==> src/rtl/mxh_pkg.sv <==
// Shared constants, types and helpers for the multiply/xorshift hash unit.
package mxh_pkg;

    // Hash constants
    localparam logic [63:0] GOLDEN_ADD = 64'h9e37_79b9_7f4a_7c15;
    localparam logic [63:0] WORD_MUL   = 64'hff51_afd7_ed55_8ccd;
    localparam logic [63:0] FINAL_MUL  = 64'hc4ce_b9fe_1a85_ec53;
    localparam int unsigned MIX_SHIFT  = 33;
    localparam logic [63:0] SEED_RESET = 64'h5344_464a_434b_3031;

    // Default width of the byte counter
    localparam int unsigned LENGTH_BITS_DEF = 32;

    // Word geometry
    localparam logic [3:0] BYTES_PER_WORD = 4'd8;

    // Queue between front and back: depth is a power of two
    localparam int unsigned Q_AW    = 1;
    localparam int unsigned Q_DEPTH = 1 << Q_AW;

    // Config register indexes
    localparam int unsigned CFG_IDX_W = 1;
    localparam logic [CFG_IDX_W-1:0] CFG_SEED = 1'b0;
    localparam logic [CFG_IDX_W-1:0] CFG_LEN  = 1'b1;

    // Classified word as it travels through the queue
    typedef struct packed {
        logic [63:0] word;   // masked to the valid bytes
        logic [3:0]  count;  // valid bytes, clamped to eight
        logic        last;
        logic        full;   // all eight bytes valid
    } t_item;

    // Request to the shared multiplier
    typedef struct packed {
        logic start;
        logic fin;           // 1: final constant, 0: word constant
    } t_mul_req;

    // Back-end sequencer states
    typedef enum logic [1:0] {
        ST_IDLE,
        ST_MUL_WORD,
        ST_MUL_FIN,
        ST_RESULT
    } t_state;

    // h ^ (h >> 33)
    function automatic logic [63:0] xorshift(input logic [63:0] h);
        return h ^ (h >> MIX_SHIFT);
    endfunction

endpackage

==> src/rtl/multiply_xorshift_hash64_unit.sv <==
// Top level of the streaming 64-bit multiply/xorshift hash unit.
//
//   channel  direction  handshake                  payload
//   in       sink       i_in_valid / o_in_stall    i_data_word, i_valid_bytes, i_is_last
//   out      source     o_out_valid / i_out_stall  o_hash_value, o_length_mismatch
//   cfg      sink       i_cfg_valid / o_cfg_ready  i_cfg_index, i_cfg_data
//
// In the back end, the issue cycle of a full word also forms the low 32x32 product,
// then the a_lo*b_hi and a_hi*b_lo cross products are added, and the sequencer takes the result.
// A short last word adds a result state that loads the output register; a full last
// word runs the multiplier twice. A two-word queue lets the front keep taking words
// while the back works or the result waits. Reset is synchronous, active low, and
// needs no clearing pass. The config port is always ready.
module multiply_xorshift_hash64_unit #(
    parameter int unsigned LENGTH_BITS = mxh_pkg::LENGTH_BITS_DEF
) (
    input  logic                           i_clk,
    input  logic                           i_rst_n,
    input  logic                           i_in_valid,
    output logic                           o_in_stall,
    input  logic [63:0]                    i_data_word,
    input  logic [3:0]                     i_valid_bytes,
    input  logic                           i_is_last,
    output logic                           o_out_valid,
    input  logic                           i_out_stall,
    output logic [63:0]                    o_hash_value,
    output logic                           o_length_mismatch,
    input  logic                           i_cfg_valid,
    output logic                           o_cfg_ready,
    input  logic [mxh_pkg::CFG_IDX_W-1:0]  i_cfg_index,
    input  logic [63:0]                    i_cfg_data
);
    import mxh_pkg::*;

    logic [63:0]            r_seed;
    logic [31:0]            r_msg_len;
    logic [63:0]            w_len64;
    logic [LENGTH_BITS-1:0] w_len;

    logic     w_push;
    logic     w_pop;
    logic     w_q_full;
    logic     w_q_empty;
    t_item    w_in_item;
    t_item    w_q_item;
    t_mul_req w_mul_req;
    logic [63:0] w_mul_a;
    logic        w_mul_done;
    logic [63:0] w_mul_prod;

    // Config registers
    assign o_cfg_ready = 1'b1;

    always_ff @(posedge i_clk) begin
        if (!i_rst_n) begin
            r_seed    <= SEED_RESET;
            r_msg_len <= '0;
        end else if (i_cfg_valid && o_cfg_ready) begin
            unique case (i_cfg_index)
                CFG_SEED: r_seed    <= i_cfg_data;
                CFG_LEN:  r_msg_len <= i_cfg_data[31:0];
                default:  r_seed    <= r_seed;
            endcase
        end
    end

    // Length taken modulo 2^LENGTH_BITS
    assign w_len64 = 64'(r_msg_len);
    assign w_len   = w_len64[LENGTH_BITS-1:0];

    mxh_front u_front (
        .i_in_valid    (i_in_valid),
        .i_data_word   (i_data_word),
        .i_valid_bytes (i_valid_bytes),
        .i_is_last     (i_is_last),
        .i_q_full      (w_q_full),
        .o_in_stall    (o_in_stall),
        .o_push        (w_push),
        .o_item        (w_in_item)
    );

    mxh_fifo u_fifo (
        .i_clk   (i_clk),
        .i_rst_n (i_rst_n),
        .i_push  (w_push),
        .i_item  (w_in_item),
        .i_pop   (w_pop),
        .o_item  (w_q_item),
        .o_full  (w_q_full),
        .o_empty (w_q_empty)
    );

    mxh_mul u_mul (
        .i_clk   (i_clk),
        .i_rst_n (i_rst_n),
        .i_req   (w_mul_req),
        .i_a     (w_mul_a),
        .o_done  (w_mul_done),
        .o_prod  (w_mul_prod)
    );

    mxh_back #(
        .LENGTH_BITS (LENGTH_BITS)
    ) u_back (
        .i_clk             (i_clk),
        .i_rst_n           (i_rst_n),
        .i_seed            (r_seed),
        .i_len             (w_len),
        .i_q_empty         (w_q_empty),
        .i_item            (w_q_item),
        .o_pop             (w_pop),
        .o_mul_req         (w_mul_req),
        .o_mul_a           (w_mul_a),
        .i_mul_done        (w_mul_done),
        .i_mul_prod        (w_mul_prod),
        .i_out_stall       (i_out_stall),
        .o_out_valid       (o_out_valid),
        .o_hash_value      (o_hash_value),
        .o_length_mismatch (o_length_mismatch)
    );

endmodule

==> src/rtl/mxh_front.sv <==
// Front end: accepts input words, clamps the byte count and masks unused bytes.
module mxh_front (
    input  logic          i_in_valid,
    input  logic [63:0]   i_data_word,
    input  logic [3:0]    i_valid_bytes,
    input  logic          i_is_last,
    input  logic          i_q_full,
    output logic          o_in_stall,
    output logic          o_push,
    output mxh_pkg::t_item o_item
);
    import mxh_pkg::*;

    logic [3:0]  w_count;
    logic [63:0] w_word;

    // Counts above eight mean a full word
    assign w_count = (i_valid_bytes > BYTES_PER_WORD) ? BYTES_PER_WORD : i_valid_bytes;

    // Zero the bytes past the valid count
    always_comb begin
        for (int b = 0; b < 8; b++) begin
            w_word[b*8 +: 8] = (4'(b) < w_count) ? i_data_word[b*8 +: 8] : 8'h00;
        end
    end

    assign o_item.word  = w_word;
    assign o_item.count = w_count;
    assign o_item.last  = i_is_last;
    assign o_item.full  = (w_count == BYTES_PER_WORD);

    // Hold off the source while the queue is full
    assign o_in_stall = i_q_full;
    assign o_push     = i_in_valid && !i_q_full;

endmodule

==> src/rtl/mxh_fifo.sv <==
// Short queue of classified words between front and back end.
module mxh_fifo (
    input  logic           i_clk,
    input  logic           i_rst_n,
    input  logic           i_push,
    input  mxh_pkg::t_item i_item,
    input  logic           i_pop,
    output mxh_pkg::t_item o_item,
    output logic           o_full,
    output logic           o_empty
);
    import mxh_pkg::*;

    t_item             r_mem [Q_DEPTH];
    logic [Q_AW-1:0]   r_wp;
    logic [Q_AW-1:0]   r_rp;
    logic [Q_AW:0]     r_cnt;
    logic              w_push;
    logic              w_pop;

    assign o_full  = (r_cnt == (Q_AW+1)'(Q_DEPTH));
    assign o_empty = (r_cnt == '0);
    assign w_push  = i_push && !o_full;
    assign w_pop   = i_pop && !o_empty;
    assign o_item  = r_mem[r_rp];

    // Pointers and fill count
    always_ff @(posedge i_clk) begin
        if (!i_rst_n) begin
            r_wp  <= '0;
            r_rp  <= '0;
            r_cnt <= '0;
        end else begin
            if (w_push) r_wp <= r_wp + Q_AW'(1);
            if (w_pop)  r_rp <= r_rp + Q_AW'(1);
            if (w_push && !w_pop)      r_cnt <= r_cnt + (Q_AW+1)'(1);
            else if (w_pop && !w_push) r_cnt <= r_cnt - (Q_AW+1)'(1);
        end
    end

    // Entry storage
    always_ff @(posedge i_clk) begin
        if (w_push) r_mem[r_wp] <= i_item;
    end

endmodule

==> src/rtl/mxh_mul.sv <==
// Shared multicycle multiplier: low 64 bits of operand times a hash constant.
module mxh_mul (
    input  logic              i_clk,
    input  logic              i_rst_n,
    input  mxh_pkg::t_mul_req i_req,
    input  logic [63:0]       i_a,
    output logic              o_done,
    output logic [63:0]       o_prod
);
    import mxh_pkg::*;

    localparam logic [1:0] STEP_LO_HI = 2'd1;  // a_lo * b_hi
    localparam logic [1:0] STEP_HI_LO = 2'd2;  // a_hi * b_lo

    logic [63:0] r_a;
    logic        r_fin;
    logic [1:0]  r_step;
    logic        r_busy;
    logic        r_done;
    logic [63:0] r_prod;

    logic [63:0] w_b_new;
    logic [63:0] w_b;
    logic [63:0] w_p0;
    logic [31:0] w_ma;
    logic [31:0] w_mb;
    logic [31:0] w_cross;

    assign w_b_new = i_req.fin ? FINAL_MUL : WORD_MUL;
    assign w_b     = r_fin ? FINAL_MUL : WORD_MUL;

    // Low partial product, taken at start
    assign w_p0 = 64'(i_a[31:0]) * 64'(w_b_new[31:0]);

    // Cross products, low halves only, one per cycle
    assign w_ma    = (r_step == STEP_LO_HI) ? r_a[31:0]  : r_a[63:32];
    assign w_mb    = (r_step == STEP_LO_HI) ? w_b[63:32] : w_b[31:0];
    assign w_cross = w_ma * w_mb;

    // Step control
    always_ff @(posedge i_clk) begin
        if (!i_rst_n) begin
            r_busy <= 1'b0;
            r_step <= '0;
            r_done <= 1'b0;
        end else if (i_req.start) begin
            r_busy <= 1'b1;
            r_step <= STEP_LO_HI;
            r_done <= 1'b0;
        end else if (r_busy) begin
            r_step <= r_step + 2'd1;
            if (r_step == STEP_HI_LO) begin
                r_busy <= 1'b0;
                r_done <= 1'b1;
            end
        end else begin
            r_done <= 1'b0;
        end
    end

    // Accumulate the product
    always_ff @(posedge i_clk) begin
        if (i_req.start) begin
            r_a    <= i_a;
            r_fin  <= i_req.fin;
            r_prod <= w_p0;
        end else if (r_busy) begin
            r_prod[63:32] <= r_prod[63:32] + w_cross;
        end
    end

    assign o_done = r_done;
    assign o_prod = r_prod;

endmodule

==> src/rtl/mxh_back.sv <==
// Back end: per-message state, mixing sequence and the result register.
module mxh_back #(
    parameter int unsigned LENGTH_BITS = mxh_pkg::LENGTH_BITS_DEF
) (
    input  logic                   i_clk,
    input  logic                   i_rst_n,
    input  logic [63:0]            i_seed,
    input  logic [LENGTH_BITS-1:0] i_len,
    input  logic                   i_q_empty,
    input  mxh_pkg::t_item         i_item,
    output logic                   o_pop,
    output mxh_pkg::t_mul_req      o_mul_req,
    output logic [63:0]            o_mul_a,
    input  logic                   i_mul_done,
    input  logic [63:0]            i_mul_prod,
    input  logic                   i_out_stall,
    output logic                   o_out_valid,
    output logic [63:0]            o_hash_value,
    output logic                   o_length_mismatch
);
    import mxh_pkg::*;

    t_state                 r_state;
    t_state                 n_state;
    logic [63:0]            r_hash;
    logic [LENGTH_BITS-1:0] r_bytes;
    logic                   r_in_msg;
    logic                   r_short;
    logic                   r_pend_fin;
    logic                   r_out_valid;
    logic [63:0]            r_hash_out;
    logic                   r_mis;

    logic [63:0]            w_init;
    logic [63:0]            w_hbase;
    logic [LENGTH_BITS-1:0] w_bbase;
    logic                   w_sbase;
    logic [LENGTH_BITS:0]   w_sum;
    logic [LENGTH_BITS-1:0] w_bsat;
    logic [63:0]            w_mixed;
    logic                   w_out_free;
    logic                   w_load;

    // Start of message: seed mixed with golden constant plus length
    assign w_init  = i_seed ^ (GOLDEN_ADD + 64'(i_len));
    assign w_hbase = r_in_msg ? r_hash  : w_init;
    assign w_bbase = r_in_msg ? r_bytes : '0;
    assign w_sbase = r_in_msg ? r_short : 1'b0;

    // Saturating byte count
    assign w_sum  = {1'b0, w_bbase} + (LENGTH_BITS+1)'(i_item.count);
    assign w_bsat = w_sum[LENGTH_BITS] ? '1 : w_sum[LENGTH_BITS-1:0];

    assign w_mixed    = xorshift(i_mul_prod);
    assign w_out_free = !r_out_valid || !i_out_stall;

    // Next state
    always_comb begin
        n_state = r_state;
        unique case (r_state)
            ST_IDLE: begin
                if (!i_q_empty) begin
                    n_state = (i_item.last && !i_item.full) ? ST_MUL_FIN : ST_MUL_WORD;
                end
            end
            ST_MUL_WORD: begin
                if (i_mul_done) n_state = r_pend_fin ? ST_MUL_FIN : ST_IDLE;
            end
            ST_MUL_FIN: begin
                if (i_mul_done) n_state = ST_RESULT;
            end
            ST_RESULT: begin
                if (w_out_free) n_state = ST_IDLE;
            end
            default: n_state = ST_IDLE;
        endcase
    end

    // Sequencer outputs
    always_comb begin
        o_pop     = 1'b0;
        o_mul_req = '0;
        o_mul_a   = w_hbase ^ i_item.word;
        w_load    = 1'b0;
        unique case (r_state)
            ST_IDLE: begin
                if (!i_q_empty) begin
                    o_pop         = 1'b1;
                    o_mul_req.start = 1'b1;
                    o_mul_req.fin   = i_item.last && !i_item.full;
                end
            end
            ST_MUL_WORD: begin
                // full final word: empty tail, go on to the final multiply
                if (i_mul_done && r_pend_fin) begin
                    o_mul_req.start = 1'b1;
                    o_mul_req.fin   = 1'b1;
                    o_mul_a         = w_mixed;
                end
            end
            ST_MUL_FIN: begin
                o_pop = 1'b0;
            end
            ST_RESULT: begin
                w_load = w_out_free;
            end
            default: begin
                o_pop = 1'b0;
            end
        endcase
    end

    // Control state and message bookkeeping
    always_ff @(posedge i_clk) begin
        if (!i_rst_n) begin
            r_state     <= ST_IDLE;
            r_in_msg    <= 1'b0;
            r_bytes     <= '0;
            r_short     <= 1'b0;
            r_pend_fin  <= 1'b0;
            r_out_valid <= 1'b0;
        end else begin
            r_state <= n_state;
            if (o_pop) begin
                r_in_msg   <= 1'b1;
                r_bytes    <= w_bsat;
                r_short    <= w_sbase || (!i_item.last && !i_item.full);
                r_pend_fin <= i_item.last && i_item.full;
            end
            if (w_load) begin
                r_in_msg <= 1'b0;
                r_bytes  <= '0;
                r_short  <= 1'b0;
            end
            if (w_load)            r_out_valid <= 1'b1;
            else if (!i_out_stall) r_out_valid <= 1'b0;
        end
    end

    // Running hash and result payload
    always_ff @(posedge i_clk) begin
        if (r_state == ST_MUL_WORD && i_mul_done) r_hash <= w_mixed;
        if (w_load) begin
            r_hash_out <= w_mixed;
            r_mis      <= r_short || (r_bytes != i_len);
        end
    end

    assign o_out_valid       = r_out_valid;
    assign o_hash_value      = r_hash_out;
    assign o_length_mismatch = r_mis;

endmodule

==> config.mk <==
export PLATFORM = sky130hd
export DESIGN_NAME = multiply_xorshift_hash64_unit
export DESIGN_NICKNAME = d
export VERILOG_FILES = /design/src/rtl/mxh_pkg.sv /design/src/rtl/multiply_xorshift_hash64_unit.sv /design/src/rtl/mxh_front.sv /design/src/rtl/mxh_fifo.sv /design/src/rtl/mxh_mul.sv /design/src/rtl/mxh_back.sv
export SDC_FILE = /design/constraint.sdc
export NUM_CORES = 2
export LEC_CHECK = 0
export BUFFER_PORTS_ARGS = -buffer_cell sky130_fd_sc_hd__buf_2
export CAP_MARGIN = 0
export CELL_PAD_IN_SITES_DETAIL_PLACEMENT = 0
export CELL_PAD_IN_SITES_GLOBAL_PLACEMENT = 1
export CORE_ASPECT_RATIO = 1.75
export CORE_UTILIZATION = 56
export DETAILED_ROUTE_END_ITERATION = 8
export PLACE_DENSITY_LB_ADDON = 0.1
export REMOVE_ABC_BUFFERS = 1
export SLEW_MARGIN = 20
export SYNTH_ARGS = -nofsm -noshare
export SYNTH_HDL_FRONTEND = slang
export SYNTH_SLANG_ARGS = --single-unit
==> constraint.sdc <==
create_clock -name i_clk -period 22 [get_ports i_clk]
set_input_delay 3.3 -clock i_clk [delete_from_list [all_inputs] [get_ports i_clk]]
set_output_delay 3.3 -clock i_clk [all_outputs]
set_load 0.02 [all_outputs]
==> run metrics <==
Seq/Total Area, Yosys=23.3%; buffers and inverters on the worst path=9; most common cell after layout, fill and taps aside=inv_1; kind of critical path=reg2reg; die height=447 um; initial antenna violation count=11; DIE AREA=0.115 mm2; mean routed wirelength per cell=30.4 um; startpoint types=flip-flop; CTS Hold Buffers Added=0; Netlist cell types=96; reg2reg path depth=34; Final Hold Fails=0; via-per-instance ratio=5.84; worst skew pair latency=0.67 ns; CP max FO=46; Root Driver=clkbuf_16; Initial Utilization=56.3%; CTS buffer count=50; final core utilization=60.2%; crit path time final=11.41 ns; run status=completed; Slew headroom=25.7%; largest net degree at the start of global routing=68; Clock Tree Buf Depth=3; EDFF count, synth=397; Synth warnings=0; most frequent cells in the layout=inv_1, fa_1, ha_1; Initial DRC Count=3,778; FFs w/ async S/R, synth=0%; CTS resizes=0; fin. max-slew vios=0; Worst Path Required=22.32 ns; worst-margin pin slew=1.11 ns; Overflow after GRT=0; Die Span X=256 um; Avg Synthesized Cell Area=10.3 um2; GPL Wtd Cong=1.03; Syn-to-layout area delta=6.82%; hold path start=r_seed[40]; Slowest cell on crit path=nor2_1; first-pass iteration count of the detailed router=6; NumNets Final=8,031; DR vias=45,500; Worst-path clk slew=0.07 ns; worst reg2reg endpoint=u_mul.o_prod[38]; Syn Inst Count=6,161; CP arrival=11.73 ns; Mapped Area=0.0634 mm2; I/O Pins=207; fin crit share=51.9%; CTS Sinks=540; CP peak stage delay=0.86 ns; Synth Register Bits=540; number of global-route vias before repair=49,000; # rows=163; final setup violating endpoints=0; H-tree depth=2; Hold EP=r_seed[40]; Setup Buffers After CTS=0; Hold Crit Class=reg2reg; top_reg_cell synth=edfxtp_1; Final ANT Viol Nets=0; Setup crit end kind=flip-flop; register-to-register setup slack=10.59 ns; core box area=0.113 mm2; top cell family by delay on the critical path=adder cells; maximum clock rate=0.0876 GHz; Hold Path Cell Cnt=2; Clock Skew=0.0614 ns; maxcap violations=0; CTS tree=done; DR DRC count=0; Buffers on Ports=205; layout cells sized above 1=8.08%; DP Wirelength=200,000 um; Post-Route WL=237,000 um; RSZ-0062 raised after global routing=false; GRT Total Usage=42.0%; first-pass GRT wire length=336,000 um; Final TNS setup=0 ns
## worst register-to-register path, delay by kind of cell (launching register included)
kind	cells	cell delay, ns
compound gates	7	1.73
flops	1	0.78
fa+ha+maj	9	3.99
buf+inv	9	1.41
simple gates	5	1.50
xor+xnor	3	1.08
mux	1	0.53
## registers in the layout, summed over array words and instances, names as in the netlist, named ones only
name                      flops
u_back.r_short                1
u_mul.r_busy                  1
u_back.r_hash                64
u_mul.o_done                  1
u_mul.r_fin                   1
u_back.r_in_msg               1
r_seed                       64
u_mul.r_step                  2
u_mul.o_prod                 64
u_mul.r_a                    63
u_fifo.r_mem                140
u_back.r_pend_fin             1
u_back.o_length_mismatch      1
u_back.r_state                2
u_back.o_out_valid            1
r_msg_len                    32
u_fifo.r_wp                   1
u_fifo.r_rp                   1
u_back.o_hash_value          64
u_back.r_bytes               32
u_fifo.r_cnt                  2
## per-stage QoR
stage | std cells | setup WS [ns] | area (um2) | hold WS, ns
floorplan | 5944 | 9.39 | 62500 | 0.438
finish | 7801 | 10.59 | 67800 | 0.470
CTS | 7797 | 10.70 | 67700 | 0.472
global placement | 7703 | 10.58 | 66000 | 0.457
detailed placement | 7703 | 10.77 | 66000 | 0.464
global route | 7799 | 10.31 | 67800 | 0.486
## cells by family (layout without fill, tap and decap cells)
kind of cell / Yosys count / in the layout / synth area share [%]
AND/OR/NAND/NOR: 1181 / 1181 / 8.72
buffers and inverters: 1604 / 1751 / 9.63
AO/OA/AOI/OAI: 712 / 712 / 7.22
multiplexers: 116 / 116 / 1.90
XOR/XNOR: 382 / 382 / 5.29
other: 2 / 10 / 0.0118
adder cells (fa/ha/maj): 1624 / 1624 / 43.9
flip-flops: 540 / 540 / 23.3
## synthesized netlist by cell type (34+ instances only)
| cell type | number | share of area, % |
|---|---|---|
| nor3_1 | 35 | 0.28 |
| nand3_1 | 67 | 0.53 |
| xnor2_1 | 233 | 3.2 |
| a21oi_1 | 228 | 1.8 |
| nand2b_1 | 55 | 0.54 |
| dfxtp_1 | 143 | 4.5 |
| o21ai_0 | 131 | 1.0 |
| edfxtp_1 | 397 | 19 |
| or2_2 | 69 | 0.68 |
| and2_1 | 46 | 0.45 |
| buf_2 | 34 | 0.27 |
| ha_1 | 616 | 12 |
| a21boi_0 | 83 | 0.98 |
| nor2_1 | 262 | 1.6 |
| inv_1 | 1369 | 8.1 |
| xor2_1 | 148 | 2.0 |
| mux2i_1 | 106 | 1.7 |
| nor2b_1 | 77 | 0.76 |
| fa_1 | 1006 | 32 |
| a21o_1 | 78 | 0.92 |
| clkbuf_1 | 168 | 0.99 |
| nand2_1 | 467 | 2.8 |
## how the worst max path moves through the flow
stage	startpoint	to	slack (ns)	cells after the start
2_1_floorplan	u_back.r_in_msg	u_mul.o_prod[61]	9.39	28
3_3_place_gp	flip-flop	u_mul.o_prod[38]	10.58	32
3_5_place_dp	flip-flop	u_mul.o_prod[38]	10.77	34
4_1_cts	flip-flop	u_mul.o_prod[38]	10.70	34
5_1_grt	u_back.r_state[1]	u_mul.o_prod[40]	10.31	35
6_report	flip-flop	u_mul.o_prod[38]	10.59	34
## layout make-up
| type | instances | area (um2) |
|---|---|---|
| fill | 9797 | 44800 |
| multi-input combinational | 4021 | 42700 |
| sequential | 540 | 14800 |
| inverter | 1383 | 5200 |
| tap | 1485 | 1860 |
| timing repair buffer | 274 | 1550 |
| clock buffer | 64 | 1380 |
| clock inverter | 30 | 324 |
| antenna | 4 | 10.0 |
## routing by layer
layer | share of wire (%) | vias up | global-route usage (%)
met5 | 0.0055 | - | 0
met4 | 11 | 2 | 38.9
met3 | 5.5 | 846 | 5.06
met1 | 33 | 23200 | 43.8
met2 | 50 | 2012 | 73.7
li1 | - | 19500 | -
Power is not shown: default switching activity piles up to over one toggle a cycle in this logic, so the estimate is an artifact.
